$ cat src/hw/rtl/irpc_pkg.sv
// Types and constants shared by the ink refill pump controller.
`default_nettype none

package irpc_pkg;

    typedef enum logic [1:0] {
        ACT_SCAN       = 2'd0,
        ACT_PUMP_TICK  = 2'd1,
        ACT_ALARM_TICK = 2'd2,
        ACT_RESET_KEY  = 2'd3
    } t_action;

    localparam int unsigned TICK_W     = 16;
    localparam int unsigned CFG_IDX_W  = 2;
    localparam int unsigned RUN_W      = 4;
    localparam int unsigned BUZZ_W     = 6;
    localparam int unsigned PULSE_W    = 4;

    typedef logic [TICK_W-1:0]    t_ticks;
    typedef logic [CFG_IDX_W-1:0] t_cfg_index;

    localparam t_cfg_index CFG_FILL_TIMEOUT  = 2'd0;
    localparam t_cfg_index CFG_OVERRUN_TICKS = 2'd1;

    localparam t_ticks FILL_TIMEOUT_RESET  = 16'd18000;
    localparam t_ticks OVERRUN_TICKS_RESET = 16'd3000;
    localparam t_ticks TICKS_MAX           = 16'hFFFF;

    localparam logic [PULSE_W-1:0] OVERFLOW_PULSE_LEN = 4'd10;

endpackage

`default_nettype wire

$ cat src/hw/rtl/ink_refill_pump_controller_core.sv
// Ink refill pump controller: float scans, fill timing, alarms and reset key.
// Results: the result of each accepted input transaction is loaded into the result register.
// Throughput: one transaction per cycle while the result is not stalled; the state
// update is a single pass of shallow per-channel logic between state and result registers.
// Reset: synchronous, active low; all channels armed, pumps and alarms off,
// registers at 18000 and 3000 pump ticks.
`default_nettype none

module ink_refill_pump_controller_core #(
    parameter int unsigned CHANNELS         = 4,
    parameter int unsigned OVERFLOW_SCANS   = 10,
    parameter int unsigned BUZZ_HALF_PERIOD = 50
) (
    input  wire logic                       i_clk,
    input  wire logic                       i_rst_n,

    input  wire logic                       i_cfg_valid,
    output logic                            o_cfg_ready,
    input  wire irpc_pkg::t_cfg_index       i_cfg_index,
    input  wire irpc_pkg::t_ticks           i_cfg_data,

    input  wire logic                       i_in_valid,
    output logic                            o_in_ready,
    input  wire logic [1:0]                 i_action,
    input  wire logic [CHANNELS-1:0]        i_low_float_up,
    input  wire logic [CHANNELS-1:0]        i_high_float_up,

    output logic                            o_out_valid,
    input  wire logic                       i_out_ready,
    output logic [CHANNELS-1:0]             o_pump_on,
    output logic                            o_ink_out_alarm,
    output logic                            o_overflow_pulse,
    output logic                            o_buzzer_drive,
    output logic [CHANNELS-1:0]             o_fill_warning
);

    import irpc_pkg::*;

    t_ticks r_fill_timeout;
    t_ticks r_overrun_ticks;

    logic [RUN_W-1:0]   r_high_run [CHANNELS];
    logic [RUN_W-1:0]   n_high_run [CHANNELS];
    t_ticks             r_fill_ticks [CHANNELS];
    t_ticks             n_fill_ticks [CHANNELS];
    t_ticks             r_overrun_cnt [CHANNELS];
    t_ticks             n_overrun_cnt [CHANNELS];
    logic [CHANNELS-1:0] r_armed, n_armed;
    logic [CHANNELS-1:0] r_filling, n_filling;
    logic [CHANNELS-1:0] r_in_overrun, n_in_overrun;
    logic [CHANNELS-1:0] r_warn, n_warn;
    logic [CHANNELS-1:0] r_pump, n_pump;

    logic               r_ink_out, n_ink_out;
    logic               r_buzz_req, n_buzz_req;
    logic               r_buzz_perm, n_buzz_perm;
    logic [BUZZ_W-1:0]  r_buzz_ticks, n_buzz_ticks;
    logic               r_buzz_phase, n_buzz_phase;
    logic               r_buzz_drive, n_buzz_drive;
    logic               r_ovf_pend, n_ovf_pend;
    logic               r_ovf_perm, n_ovf_perm;
    logic [PULSE_W-1:0] r_ovf_ticks, n_ovf_ticks;
    logic               r_ovf_drive, n_ovf_drive;

    logic                r_out_valid;
    logic [CHANNELS-1:0] r_out_pump;
    logic                r_out_ink;
    logic                r_out_ovf;
    logic                r_out_buzz;
    logic [CHANNELS-1:0] r_out_warn;

    logic   in_accept;
    t_ticks ticks_inc;
    logic   any_warn;

    assign o_cfg_ready = 1'b1;
    assign o_in_ready  = !r_out_valid || i_out_ready;
    assign in_accept   = i_in_valid && o_in_ready;

    always_comb begin
        n_high_run    = r_high_run;
        n_fill_ticks  = r_fill_ticks;
        n_overrun_cnt = r_overrun_cnt;
        n_armed       = r_armed;
        n_filling     = r_filling;
        n_in_overrun  = r_in_overrun;
        n_warn        = r_warn;
        n_pump        = r_pump;
        n_ink_out     = r_ink_out;
        n_buzz_req    = r_buzz_req;
        n_buzz_perm   = r_buzz_perm;
        n_buzz_ticks  = r_buzz_ticks;
        n_buzz_phase  = r_buzz_phase;
        n_buzz_drive  = r_buzz_drive;
        n_ovf_pend    = r_ovf_pend;
        n_ovf_perm    = r_ovf_perm;
        n_ovf_ticks   = r_ovf_ticks;
        n_ovf_drive   = r_ovf_drive;
        ticks_inc     = '0;
        any_warn      = |r_warn;

        unique case (t_action'(i_action))
            ACT_SCAN: begin
                for (int ch = 0; ch < CHANNELS; ch++) begin
                    if (i_high_float_up[ch]) begin
                        n_high_run[ch] = r_high_run[ch] + RUN_W'(1);
                        if (n_high_run[ch] == RUN_W'(OVERFLOW_SCANS)) begin
                            n_ovf_pend     = 1'b1;
                            n_high_run[ch] = '0;
                        end
                    end else begin
                        n_high_run[ch] = '0;
                        if (r_armed[ch] && !i_low_float_up[ch]) begin
                            n_pump[ch]        = 1'b1;
                            n_armed[ch]       = 1'b0;
                            n_fill_ticks[ch]  = '0;
                            n_overrun_cnt[ch] = '0;
                            n_filling[ch]     = 1'b1;
                            n_in_overrun[ch]  = 1'b0;
                        end
                    end
                end
                if (any_warn) begin
                    n_ink_out    = 1'b1;
                    n_buzz_req   = 1'b1;
                    n_pump       = '0;
                    n_filling    = '0;
                    n_fill_ticks = '{default: '0};
                end
            end
            ACT_PUMP_TICK: begin
                for (int ch = 0; ch < CHANNELS; ch++) begin
                    if (r_filling[ch]) begin
                        if (!r_in_overrun[ch]) begin
                            ticks_inc = (r_fill_ticks[ch] == TICKS_MAX) ?
                                        r_fill_ticks[ch] : r_fill_ticks[ch] + t_ticks'(1);
                            n_fill_ticks[ch] = ticks_inc;
                            if (i_low_float_up[ch]) begin
                                n_fill_ticks[ch] = '0;
                                n_in_overrun[ch] = 1'b1;
                            end else if (ticks_inc >= r_fill_timeout) begin
                                n_pump[ch]       = 1'b0;
                                n_filling[ch]    = 1'b0;
                                n_fill_ticks[ch] = '0;
                                n_warn[ch]       = 1'b1;
                            end
                        end else begin
                            ticks_inc = (r_overrun_cnt[ch] == TICKS_MAX) ?
                                        r_overrun_cnt[ch] : r_overrun_cnt[ch] + t_ticks'(1);
                            n_overrun_cnt[ch] = ticks_inc;
                            if (ticks_inc >= r_overrun_ticks) begin
                                n_pump[ch]        = 1'b0;
                                n_filling[ch]     = 1'b0;
                                n_in_overrun[ch]  = 1'b0;
                                n_overrun_cnt[ch] = '0;
                                n_armed[ch]       = 1'b1;
                            end
                        end
                    end
                end
            end
            ACT_ALARM_TICK: begin
                if (r_buzz_req && r_buzz_perm) begin
                    n_buzz_ticks = r_buzz_ticks + BUZZ_W'(1);
                    if (n_buzz_ticks == BUZZ_W'(BUZZ_HALF_PERIOD)) begin
                        n_buzz_ticks = '0;
                        n_buzz_phase = !r_buzz_phase;
                        n_buzz_drive = r_buzz_phase;
                    end
                end else begin
                    n_buzz_ticks = '0;
                end
                if (r_ovf_pend && r_ovf_perm) begin
                    n_ovf_ticks = r_ovf_ticks + PULSE_W'(1);
                    n_ovf_drive = 1'b1;
                    if (n_ovf_ticks == OVERFLOW_PULSE_LEN) begin
                        n_ovf_drive  = 1'b0;
                        n_ovf_pend   = 1'b0;
                        n_ovf_ticks  = '0;
                        n_ovf_perm   = 1'b0;
                        n_armed      = '0;
                        n_filling    = '0;
                        n_pump       = '0;
                        n_buzz_perm  = 1'b0;
                        n_buzz_drive = 1'b1;
                    end
                end
            end
            ACT_RESET_KEY: begin
                n_pump       = '0;
                n_armed      = '1;
                n_warn       = '0;
                n_buzz_drive = 1'b0;
                n_buzz_req   = 1'b0;
                n_buzz_perm  = 1'b1;
                n_ink_out    = 1'b0;
                n_ovf_pend   = 1'b0;
                n_ovf_ticks  = '0;
                n_ovf_perm   = 1'b1;
            end
            default: begin
                n_pump = r_pump;
            end
        endcase
    end

    always_ff @(posedge i_clk) begin
        if (!i_rst_n) begin
            r_fill_timeout  <= FILL_TIMEOUT_RESET;
            r_overrun_ticks <= OVERRUN_TICKS_RESET;
        end else if (i_cfg_valid && o_cfg_ready) begin
            if (i_cfg_index == CFG_FILL_TIMEOUT) begin
                r_fill_timeout <= i_cfg_data;
            end else if (i_cfg_index == CFG_OVERRUN_TICKS) begin
                r_overrun_ticks <= i_cfg_data;
            end
        end
    end

    always_ff @(posedge i_clk) begin
        if (!i_rst_n) begin
            r_high_run    <= '{default: '0};
            r_fill_ticks  <= '{default: '0};
            r_overrun_cnt <= '{default: '0};
            r_armed       <= '1;
            r_filling     <= '0;
            r_in_overrun  <= '0;
            r_warn        <= '0;
            r_pump        <= '0;
            r_ink_out     <= 1'b0;
            r_buzz_req    <= 1'b0;
            r_buzz_perm   <= 1'b1;
            r_buzz_ticks  <= '0;
            r_buzz_phase  <= 1'b0;
            r_buzz_drive  <= 1'b0;
            r_ovf_pend    <= 1'b0;
            r_ovf_perm    <= 1'b1;
            r_ovf_ticks   <= '0;
            r_ovf_drive   <= 1'b0;
        end else if (in_accept) begin
            r_high_run    <= n_high_run;
            r_fill_ticks  <= n_fill_ticks;
            r_overrun_cnt <= n_overrun_cnt;
            r_armed       <= n_armed;
            r_filling     <= n_filling;
            r_in_overrun  <= n_in_overrun;
            r_warn        <= n_warn;
            r_pump        <= n_pump;
            r_ink_out     <= n_ink_out;
            r_buzz_req    <= n_buzz_req;
            r_buzz_perm   <= n_buzz_perm;
            r_buzz_ticks  <= n_buzz_ticks;
            r_buzz_phase  <= n_buzz_phase;
            r_buzz_drive  <= n_buzz_drive;
            r_ovf_pend    <= n_ovf_pend;
            r_ovf_perm    <= n_ovf_perm;
            r_ovf_ticks   <= n_ovf_ticks;
            r_ovf_drive   <= n_ovf_drive;
        end
    end

    always_ff @(posedge i_clk) begin
        if (!i_rst_n) begin
            r_out_valid <= 1'b0;
        end else if (in_accept) begin
            r_out_valid <= 1'b1;
        end else if (i_out_ready) begin
            r_out_valid <= 1'b0;
        end
    end

    always_ff @(posedge i_clk) begin
        if (in_accept) begin
            r_out_pump <= n_pump;
            r_out_ink  <= n_ink_out;
            r_out_ovf  <= n_ovf_drive;
            r_out_buzz <= n_buzz_drive;
            r_out_warn <= n_warn;
        end
    end

    assign o_out_valid      = r_out_valid;
    assign o_pump_on        = r_out_pump;
    assign o_ink_out_alarm  = r_out_ink;
    assign o_overflow_pulse = r_out_ovf;
    assign o_buzzer_drive   = r_out_buzz;
    assign o_fill_warning   = r_out_warn;

    a_pump_not_warned: assert property (@(posedge i_clk) disable iff (!i_rst_n)
        (r_pump & r_warn) == '0)
        else $error("A channel with a latched warning is still pumping.");

    a_pulse_permitted: assert property (@(posedge i_clk) disable iff (!i_rst_n)
        r_ovf_drive |-> r_ovf_perm)
        else $error("Overflow pulse driven while overflow is locked out.");

    a_stall_blocks_input: assert property (@(posedge i_clk) disable iff (!i_rst_n)
        (o_out_valid && !i_out_ready) |-> !o_in_ready)
        else $error("Input accepted while the result register is stalled.");

    a_accept_gives_result: assert property (@(posedge i_clk) disable iff (!i_rst_n)
        in_accept |=> o_out_valid)
        else $error("Accepted transaction produced no result.");

endmodule

`default_nettype wire

$ cat config.mk
export PLATFORM = sky130hd
export DESIGN_NAME = ink_refill_pump_controller_core
export DESIGN_NICKNAME = d
export VERILOG_FILES = /design/src/hw/rtl/irpc_pkg.sv /design/src/hw/rtl/ink_refill_pump_controller_core.sv
export SDC_FILE = /design/constraint.sdc
export NUM_CORES = 1
export LEC_CHECK = 0
export BUFFER_PORTS_ARGS = -buffer_cell sky130_fd_sc_hd__buf_2
export CAP_MARGIN = 5
export CORE_ASPECT_RATIO = 1.75
export CORE_UTILIZATION = 64
export CTS_CLUSTER_SIZE = 16
export DETAILED_ROUTE_END_ITERATION = 8
export PLACE_DENSITY_LB_ADDON = 0.3
export SETUP_SLACK_MARGIN = 0.15
export SLEW_MARGIN = 20
export SYNTH_ARGS = -nofsm -noshare
export SYNTH_HDL_FRONTEND = slang
export SYNTH_SLANG_ARGS = --single-unit
$ cat constraint.sdc
create_clock -name i_clk -period 4.2 [get_ports i_clk]
set_input_delay 0.63 -clock i_clk [delete_from_list [all_inputs] [get_ports i_clk]]
set_output_delay 0.63 -clock i_clk [all_outputs]
set_load 0.02 [all_outputs]
Word level (Yosys, flattened, before mapping). Cells that the tools add are included.

Logic and storage cells: 372. Output and inout port bits: 14. Input bits: 33. Register bits after elaboration: 225.

Reductions and logical operators: 52. Muxes and demuxes: 201. $add $sub $neg: 14. Order comparisons: 8. Bitwise gates (word level): 1. Equality and inequality tests: 53.

Operators by type and width (number): $mux W16 (44); $pmux W64 S2 (2); $add A16 B1 Y16 const B (8); $eq A16 B16 Y1 const B (8); $ge A16 B16 Y1 (8); $mux W1 (125); $reduce_and A6 Y1 (12); $mux W4 (16); $mux W64 (1); $ne A2 B2 Y1 const B (27); $pmux W4 S4 (2); $reduce_and A8 Y1 (4); $ne A3 B3 Y1 const B (8); $pmux W4 S2 (3); $add A4 B1 Y4 const B (5); $eq A4 B4 Y1 const B (5); $reduce_and A5 Y1 (4); $mux W6 (2); $pmux W4 S3 (1); $reduce_and A4 Y1 (3); $reduce_and A3 Y1 (3); $pmux W1 S2 (4); $reduce_bool A2 Y1 (4); $logic_and A1 B1 Y1 (7); 12 further kinds (23).

Longest topological paths before layout. Gate-level depths: netlist of the first run.

Depth in word-level cells: 11. Gate-level depth with buffers: 16.

Worst setup path after synthesis of the first run. Ideal clock, no wire load.

Path kind: register to register. Start: register r_fill_ticks[51] in the netlist's numbering. End: register r_out_pump[0], in the netlist o_pump_on[0], data pin. Stages on the path, launching flop included: 13. Buffers on the path: 1. Clock period less this slack: 3376 ps. Setup time: 261 ps. Setup slack: 824 ps. Data arrival time: 3115 ps. Data required time: 3939 ps. Cell sequence: dfxtp_1 clkbuf_1 and4_1 and3_1 nand3_1 nor2_1 mux2_2 ha_1 and4_1 o211ai_1 o21ai_0 a22oi_1 a311o_1.

Word-level cells in the longest chain between the ends: 8. Elaborated cells on any way between the ends: 9. Those cells by class: add/sub: 1; order compare: 1; eq/ne: 1; mux: 6.

RTL lines: start: declaration (RTL line ink_refill_pump_controller_core.sv:44) `t_ticks r_fill_ticks [CHANNELS];`; start signal: assignment (RTL line ink_refill_pump_controller_core.sv:242) `r_fill_ticks <= n_fill_ticks;`; $add A16 B1 Y16 / $eq A16 B16 Y1 (equally long branches) (RTL line ink_refill_pump_controller_core.sv:136, ink_refill_pump_controller_core.sv:135); $mux W16 (*) (RTL line ink_refill_pump_controller_core.sv:135) `ticks_inc = (r_fill_ticks[ch] == TICKS_MAX) ?`; $ge A16 B16 Y1 (*) (RTL line ink_refill_pump_controller_core.sv:141) `end else if (ticks_inc >= r_fill_timeout) begin`; $mux W1 (*) (RTL line ink_refill_pump_controller_core.sv:141); $mux W1 (*) (RTL line ink_refill_pump_controller_core.sv:138) `if (i_low_float_up[ch]) begin`; $mux W1 (*) (RTL line ink_refill_pump_controller_core.sv:134) `if (!r_in_overrun[ch]) begin`; $mux W1 (*) (RTL line ink_refill_pump_controller_core.sv:133) `if (r_filling[ch]) begin`; $pmux W4 S4 (*) (RTL line ink_refill_pump_controller_core.sv:102) `unique case (t_action'(i_action))`; net n_pump[0] (RTL line ink_refill_pump_controller_core.sv:52) `logic [CHANNELS-1:0] r_pump, n_pump;`; end signal: assignment (RTL line ink_refill_pump_controller_core.sv:274) `r_out_pump <= n_pump;`; end: declaration (RTL line ink_refill_pump_controller_core.sv:66) `logic [CHANNELS-1:0] r_out_pump;`.

The timed path passes the listed nets; every way through them passes the cells marked *. A chain may end at the register's enable or synchronous reset.

Final worst setup path of the first run.
Start: register r_overrun_cnt[36] in the netlist's numbering. End: register r_out_pump[1], in the netlist o_pump_on[1], data pin.

Word-level cells in the longest chain between the ends: 7. Elaborated cells on any way between the ends: 8. Those cells by class: add/sub: 1; order compare: 1; eq/ne: 1; mux: 5.

RTL lines: start: declaration (RTL line ink_refill_pump_controller_core.sv:46) `t_ticks r_overrun_cnt [CHANNELS];`; start signal: assignment (RTL line ink_refill_pump_controller_core.sv:243) `r_overrun_cnt <= n_overrun_cnt;`; $add A16 B1 Y16 / $eq A16 B16 Y1 (equally long branches) (RTL line ink_refill_pump_controller_core.sv:149, ink_refill_pump_controller_core.sv:148); $mux W16 (*) (RTL line ink_refill_pump_controller_core.sv:148) `ticks_inc = (r_overrun_cnt[ch] == TICKS_MAX) ?`; $ge A16 B16 Y1 (*) (RTL line ink_refill_pump_controller_core.sv:151) `if (ticks_inc >= r_overrun_ticks) begin`; $mux W1 (*) (RTL line ink_refill_pump_controller_core.sv:151); $mux W1 (*) (RTL line ink_refill_pump_controller_core.sv:134); $mux W1 (*) (RTL line ink_refill_pump_controller_core.sv:133); $pmux W4 S4 (*) (RTL line ink_refill_pump_controller_core.sv:102); net n_pump[1] (RTL line ink_refill_pump_controller_core.sv:52).

Marked as above.

==> metrics, run 1 <==
GRT Util Overall a little under two fifths; Layout area overhead 8.57%; Setup Fix Bufs, Post-CTS 0; Initial Util about two thirds; largest family of logic cells by synthesized area simple AND/OR/NAND/NOR gates; FF+latch count, synth between 200 and 250; register area share after synthesis between 20 and 30%; initial antenna violation count 1; Power Dens Cells 286 mW/mm²; hold_buf cts 0; I/O Buffers 45; Post-Syn Area per Cell a little over 8 µm²; worst slew pin tran 1070 ps; post-route clock skew 11.2 ps; peak supply drop 0.342 mV; CP Max Fanout 8; GPL Wtd Cong around 1; die height 213 µm; post-synthesis net count approximately 2200; critical path type flop to flop; post-CTS sizing 0; status complete, no violations; top cells by area, synth dfxtp_1, ha_1, nand2_1; Critical Path End o_pump_on[1]; Max Root-Sink Buffers 3; FF-to-FF path depth 11; crit share post-route between 90 and 100%; crit start category flop; reg2reg end o_pump_on[1]; crit path capture type flop; Cells after Synth ~2000; r2r setup slk 290 ps; I/O pins 47; CP max stage cell nor3b_1; XOR/XNOR Fraction of Synth Area between 3 and 4%; DR pass1 iterations 5; first-pass GRT wire length a little under 80000 µm; fin nets about 2200; fin cells between 2000 and 2500; FP Rows 76; Post-synth top flop dfxtp_1; DRC Markers 0; max_slew headroom between 20% and 30%; DP Cell Count 2311; Max Fclk 0.256 GHz; Synth area leader dfxtp_1; Die Area 0.0261 mm²; CTS clk-pin slew, worst paths ~70 ps; setup TNS 0 ps; Slew Limit Fails 0; Iter 0 DRT Violations ~1200; Compound-Gate Fraction of Synth Area 23.9%; LEAKAGE 7.16 nW; crit-path most repeated cell or3_1; CP startpoint r_overrun_cnt[36]; CP max stage delay between 500 and 600 ps; required time of the critical path 4500 ps; Simple-Gate Fraction of Synth Area between 20% and 30%; TritonCTS clock tree done; synth unique cells roughly 120; Post-DP HPWL 37000 µm; ANT nets after route 0; max cap viols 0; Overall Power 0.00506 W; final wirelength 49700 µm; number of synthesized flops with an enable pin 11; pin count of the biggest net entering global routing slightly below 60; Worst R2R Start r_overrun_cnt[36]; worst path arrival time 4220 ps; mux share of post-synthesis cell area 1.77%; Synth Area in Adders approximately an eighth; Clk Latency, worst-skew pair ~540 ps; Core Area between 0.02 and 0.025 mm²; min cycle time layout between 3000 and 4000 ps; die width around 120 µm; vias in the first global route about 16000; Final setup viols 0; total CTS buffers 24; htree depth 1; Synth warnings 0; worst hold slack between 300 and 400 ps; drt wl/cell about 21 µm; asr flop ratio synth 0%; HP Class primary input to flop; gr ovfl total 0; via count 16258; RSZ-0062 raised after global routing true; Fin. Hold Viols 0; CTS root buf clkbuf_16; Sink Count between 200 and 250; Netlist Area Pre-Place 0.0163 mm²; Yosys top cell area share 26.3%; share of layout cells above drive strength 1 about a tenth; via/cell ratio between 6 and 7; CP cell instances nand4_2 > or3_1 > nor2_1 > mux2_2 > ha_1 > nand4_1 > nor3_1 > nor3b_1 > or3_1 > a22oi_1 > a31o_2
[Yosys cell counts, types with 8 or more instances]
| library cell | n |
|---|---|
| nand2_1 | 242 |
| dfxtp_1 | 214 |
| a21oi_1 | 167 |
| ha_1 | 153 |
| nor2_1 | 137 |
| nand3_1 | 94 |
| o21ai_0 | 80 |
| inv_1 | 71 |
| nand4_1 | 54 |
| a31oi_1 | 44 |
| clkbuf_1 | 42 |
| xnor2_1 | 37 |
| a21o_1 | 35 |
| and3_1 | 35 |
| nor3_1 | 34 |
| buf_2 | 30 |
| a22o_1 | 29 |
| o211ai_1 | 28 |
| and4_1 | 26 |
| xor2_1 | 26 |
| o21a_1 | 24 |
| nand2b_1 | 23 |
| nand3b_1 | 18 |
| or3_1 | 17 |
| and2_1 | 16 |
| mux2_2 | 14 |
| nor4_1 | 14 |
| mux2i_1 | 13 |
| nor3b_1 | 13 |
| nor2b_1 | 12 |
| a2111oi_0 | 11 |
| a22oi_1 | 11 |
| edfxtp_1 | 11 |
| or2_2 | 10 |
| or4_1 | 10 |
| a311oi_1 | 9 |
| nand4b_1 | 9 |
| o31ai_1 | 9 |
| a211oi_1 | 8 |
[where the power goes]
| part | switching, W | total [W] | internal, W |
|---|---|---|---|
| clock | 0.000945 | 0.00237 | 0.00142 |
| sequential | 0.0000296 | 0.00221 | 0.00218 |
| combinational | 0.000334 | 0.000475 | 0.000141 |
[area by class of cell]
type	instances	area, µm²
multi-input combinational	1620	11000
fill	1982	7160
sequential	225	4610
clock buffer	33	706
timing repair buffer	79	493
tap	312	390
inverter	75	284
clock inverter	11	166
antenna	2	5.00
[how the worst min path moves through the flow]
stage,from,slack [ps],endpoint,depth (start not counted)
after floorplan,r_overrun_ticks[1],430,r_overrun_ticks[1],2
after global placement,r_fill_timeout[5],440,r_fill_timeout[5],2
after detailed placement,r_fill_timeout[5],450,r_fill_timeout[5],2
after CTS,i_cfg_data[5],340,r_fill_timeout[5],3
after global routing,i_cfg_data[14],350,r_fill_timeout[14],3
final,i_cfg_data[3],340,r_fill_timeout[3],3
[through the flow]
| stage | util [%] | setup WS, ps | instance area (µm²) |
|---|---|---|---|
| after floorplan | - | 824 | 16300 |
| after global placement | 67.3 | 412 | 16700 |
| after detailed placement | 67.3 | 287 | 16700 |
| after CTS | 70.8 | 158 | 17600 |
| after global routing | 71.1 | 114 | 17700 |
| final | 71.1 | 287 | 17700 |
[worst max-delay path, delay by kind of cell (launching register included)]
kind | cells | cell delay (ps)
AND/OR/NAND/NOR | 7 | 2100
flip-flops | 1 | 510
AO/OA/AOI/OAI | 2 | 410
multiplexers | 1 | 360
adder cells (fa/ha/maj) | 1 | 290
[sequential cells by signal, summed over array words and instances, names as in the netlist, 4 cells and up]
register,flops
r_fill_timeout,16
r_warn,4
r_armed,4
r_fill_ticks,64
r_overrun_ticks,16
r_in_overrun,4
r_overrun_cnt,64
o_fill_warning,4
r_high_run,16
r_buzz_ticks,6
r_filling,4
r_pump,4
o_pump_on,4
r_ovf_ticks,4
[per-layer routing]
| layer | wire (µm) | GRT usage [%] |
|---|---|---|
| met2 | 24600 | 66.8 |
| met5 | 0 | 0 |
| met4 | 4940 | 34.9 |
| met1 | 17300 | 37.3 |
| met3 | 2840 | 5.07 |
[cell families after synthesis]
group                    count (synthesis)
buffers and inverters                  167
multiplexers                            27
other                                    1
XOR/XNOR                                63
adder cells (fa/ha/maj)                153
AO/OA/AOI/OAI                          568
flip-flops                             225
AND/OR/NAND/NOR                        808
[layout by cell type, fill, tap and decap left out, types with 25 or more instances in the layout]
cell         n
o21ai_0     78
a22o_1      29
nand2_1    242
a31oi_1     44
nand4_1     54
dfxtp_1    214
a21o_1      35
nor2_1     137
ha_1       153
nand3_1     94
nor3_1      33
inv_1       71
and4_1      26
buf_4       33
clkbuf_16   25
a21oi_1    167
o211ai_1    28
buf_2       45
xor2_1      26
xnor2_1     37
and3_1      35
No activity file was read; power rests on OpenSTA's default activity.
==> run 2: changes to the inputs <==
--- a/config.mk
+++ b/config.mk
@@ -8,8 +8,7 @@
 export BUFFER_PORTS_ARGS = -buffer_cell sky130_fd_sc_hd__buf_2
 export CAP_MARGIN = 5
 export CORE_ASPECT_RATIO = 1.75
-export CORE_UTILIZATION = 64
-export CTS_CLUSTER_SIZE = 16
+export CORE_UTILIZATION = 58
 export DETAILED_ROUTE_END_ITERATION = 8
 export PLACE_DENSITY_LB_ADDON = 0.3
 export SETUP_SLACK_MARGIN = 0.15
==> constraint.sdc (replaced) <==
create_clock -name i_clk -period 3.6 [get_ports i_clk]
set_input_delay 0.54 -clock i_clk [delete_from_list [all_inputs] [get_ports i_clk]]
set_output_delay 0.54 -clock i_clk [all_outputs]
set_load 0.02 [all_outputs]
==> run 2 against run 1 <==
  * Clock power shrank 3%
  * Largest power group is now registers
  * Final cell count up 8.5%
  * Core utilization rose by 0.45 points
  * Worst hold slack lost 71 ps
  * Cell area rose by 11%
  * Sequential power increased by 16%
  * Sequential share of layout area fell by 2.2 points
  * Setup slack worse by 260 ps
  * Register-to-register slack worse by 260 ps
  * Maximum frequency grew 9.4%
  * Clock-buffer cell count down 2
  * Power up 8.8%
  * The flow now finishes with violations (DRC)
==> metrics, run 2 (synthesis results as in run 1) <==
worst slew pin tran between 900 and 1000 ps; Sink Count 225; Max Fclk 0.279 GHz; Clk Latency, worst-skew pair 530 ps; hold_buf cts 0; reg2reg end r_overrun_cnt[54]; DRC Markers 1; die height about 220 µm; min cycle time layout 3580 ps; Iter 0 DRT Violations roughly 1500; CP max stage cell or4_4; drt wl/cell between 20 and 25 µm; CTS clk-pin slew, worst paths 60 ps; initial antenna violation count 0; crit path capture type flop; via/cell ratio between 6 and 7; Worst R2R Start r_overrun_cnt[58]; crit start category flop; RSZ-0062 raised after global routing true; vias in the first global route between 15000 and 20000; max cap viols 0; I/O Buffers 45; Buf/Inv on CP 2; Layout area overhead 20.7%; CP max stage delay 450 ps; max_slew headroom about 38%; Power Dens Cells around 280 mW/mm²; delay-heaviest family, CP simple AND/OR/NAND/NOR gates; TritonCTS clock tree done; Overall Power about 0.0055 W; Reg area approximately 0.0047 mm²; first-pass GRT wire length roughly 80000 µm; via count approximately 17000; Hold Crit Start i_cfg_data[10]; ANT nets after route 0; pin count of the biggest net entering global routing slightly above 40; Max Root-Sink Buffers 3; die width 129 µm; Final setup viols 0; total CTS buffers 23; GRT Util Overall around a third; filler instances ~2100; I/O pins 47; htree depth 1; crit share post-route between 90 and 100%; biggest regs r_fill_ticks (64), r_overrun_cnt (64); GPL Wtd Cong between 0.9 and 1; DR pass1 iterations 9; share of layout cells above drive strength 1 approximately a quarter; Slew Limit Fails 0; post-route clock skew between 15 and 20 ps; commonest non-fill, non-tap cell in the layout nand2_1; most frequent cells in the layout nand2_1, buf_4, dfxtp_1; FF-to-FF path depth 13; Post-DP HPWL 37600 µm; worst hold slack 271 ps; CP Max Fanout 4; worst hold endpoint r_fill_timeout[10]; gr ovfl total 0; WHS Path Cells 3; Initial Util about three fifths; required time of the critical path between 4000 and 5000 ps; critical path type flop to flop; fin nets 2358; status finished, violations left; HP Class primary input to flop; failing checks DRC; Fin. Hold Viols 0; LEAKAGE between 8 and 9 nW; multi-input logic area 0.0118 mm²; CTS root buf clkbuf_16; Core Area between 0.02 and 0.03 mm²; peak supply drop roughly 0.32 mV; FP Rows 80; Die Area about 0.029 mm²; r2r setup slk around 22 ps; CP cell instances nand4_1 > or3_4 > o211ai_1 > buf_4 > xnor2_2 > ha_1 > and3_4 > a221o_1 > a221oi_4 > buf_6 > nand3_4 > or4_4 > a21oi_2; worst path arrival time roughly 4000 ps; final wirelength between 50000 and 60000 µm
-- run 2: changes by cell type in the layout (fill, tap and decap cells not counted), moves of 12 or more --
cell / before / now
dfxtp_4: 0 / 12
ha_1: 153 / 141
dfxtp_2: 0 / 36
dfxtp_1: 214 / 166
buf_4: 33 / 170
nand3_1: 94 / 81
-- run 2: timing repair --
item	4_1_cts	5_1_grt
cloned	0	2
pin swaps	14	69
resized for setup	46	206
endpoints found under the setup margin	110	153
setup buffers	25	43
-- run 2: metrics by stage --
| stage | worst slack, ps | cell area, µm² | TNS [ps] | instances | util [%] |
|---|---|---|---|---|---|
| after floorplan | 224 | 16300 | 0 | 2012 | - |
| after global placement | -99.3 | 17400 | -1150 | 2446 | 63.4 |
| after detailed placement | -171 | 17400 | -2920 | 2446 | 63.4 |
| after CTS | 144 | 18500 | 0 | 2512 | 67.4 |
| after global routing | -75.6 | 19600 | -87.1 | 2557 | 71.6 |
| final | 22.1 | 19600 | 0 | 2558 | 71.6 |
-- run 2: worst min-delay path, stage by stage --
cell and delay [ps]:
buf_2 100, nand2_1 50, o211ai_1 80
-- run 2: worst max-delay path by stage --
stage / from / endpoint / slack [ps] / depth (start not counted)
after floorplan: r_fill_ticks[51] / o_pump_on[0] / 220 / 12
after detailed placement: r_fill_ticks[1] / r_fill_ticks[13] / -170 / 14
final: r_overrun_cnt[58] / r_overrun_cnt[54] / 20 / 13
after global placement: r_overrun_cnt[37] / r_overrun_cnt[45] / -100 / 12
after CTS: r_overrun_cnt[37] / o_pump_on[1] / 140 / 11
after global routing: r_fill_ticks[40] / r_fill_ticks[32] / -80 / 11
-- run 2: layer usage --
metal  vias to the layer above  share of wire (%)  wire length, µm  track usage (%)
li1                       7865                  -                -                -
met1                      8176                 34            18700             34.7
met2                       833                 50            27200             62.1
met3                       304                7.1             3890             6.59
met4                         0                9.0             4940             30.9
met5                         -                  0                0                0
-- run 2: layout make-up --
type / instances / share of cell area, %
clock buffer: 31 / 3.24
timing repair buffer: 227 / 8.63
clock inverter: 10 / 0.280
inverter: 75 / 1.45
tap: 369 / 2.35
multi-input combinational: 1620 / 60.1
sequential: 225 / 24.0
antenna: 1 / 0.0127
-- run 2: power by group --
part	switching, W	total, W	internal, W
sequential	0.0000342	0.00257	0.00254
combinational	0.000423	0.000640	0.000216
clock	0.00105	0.00229	0.00124
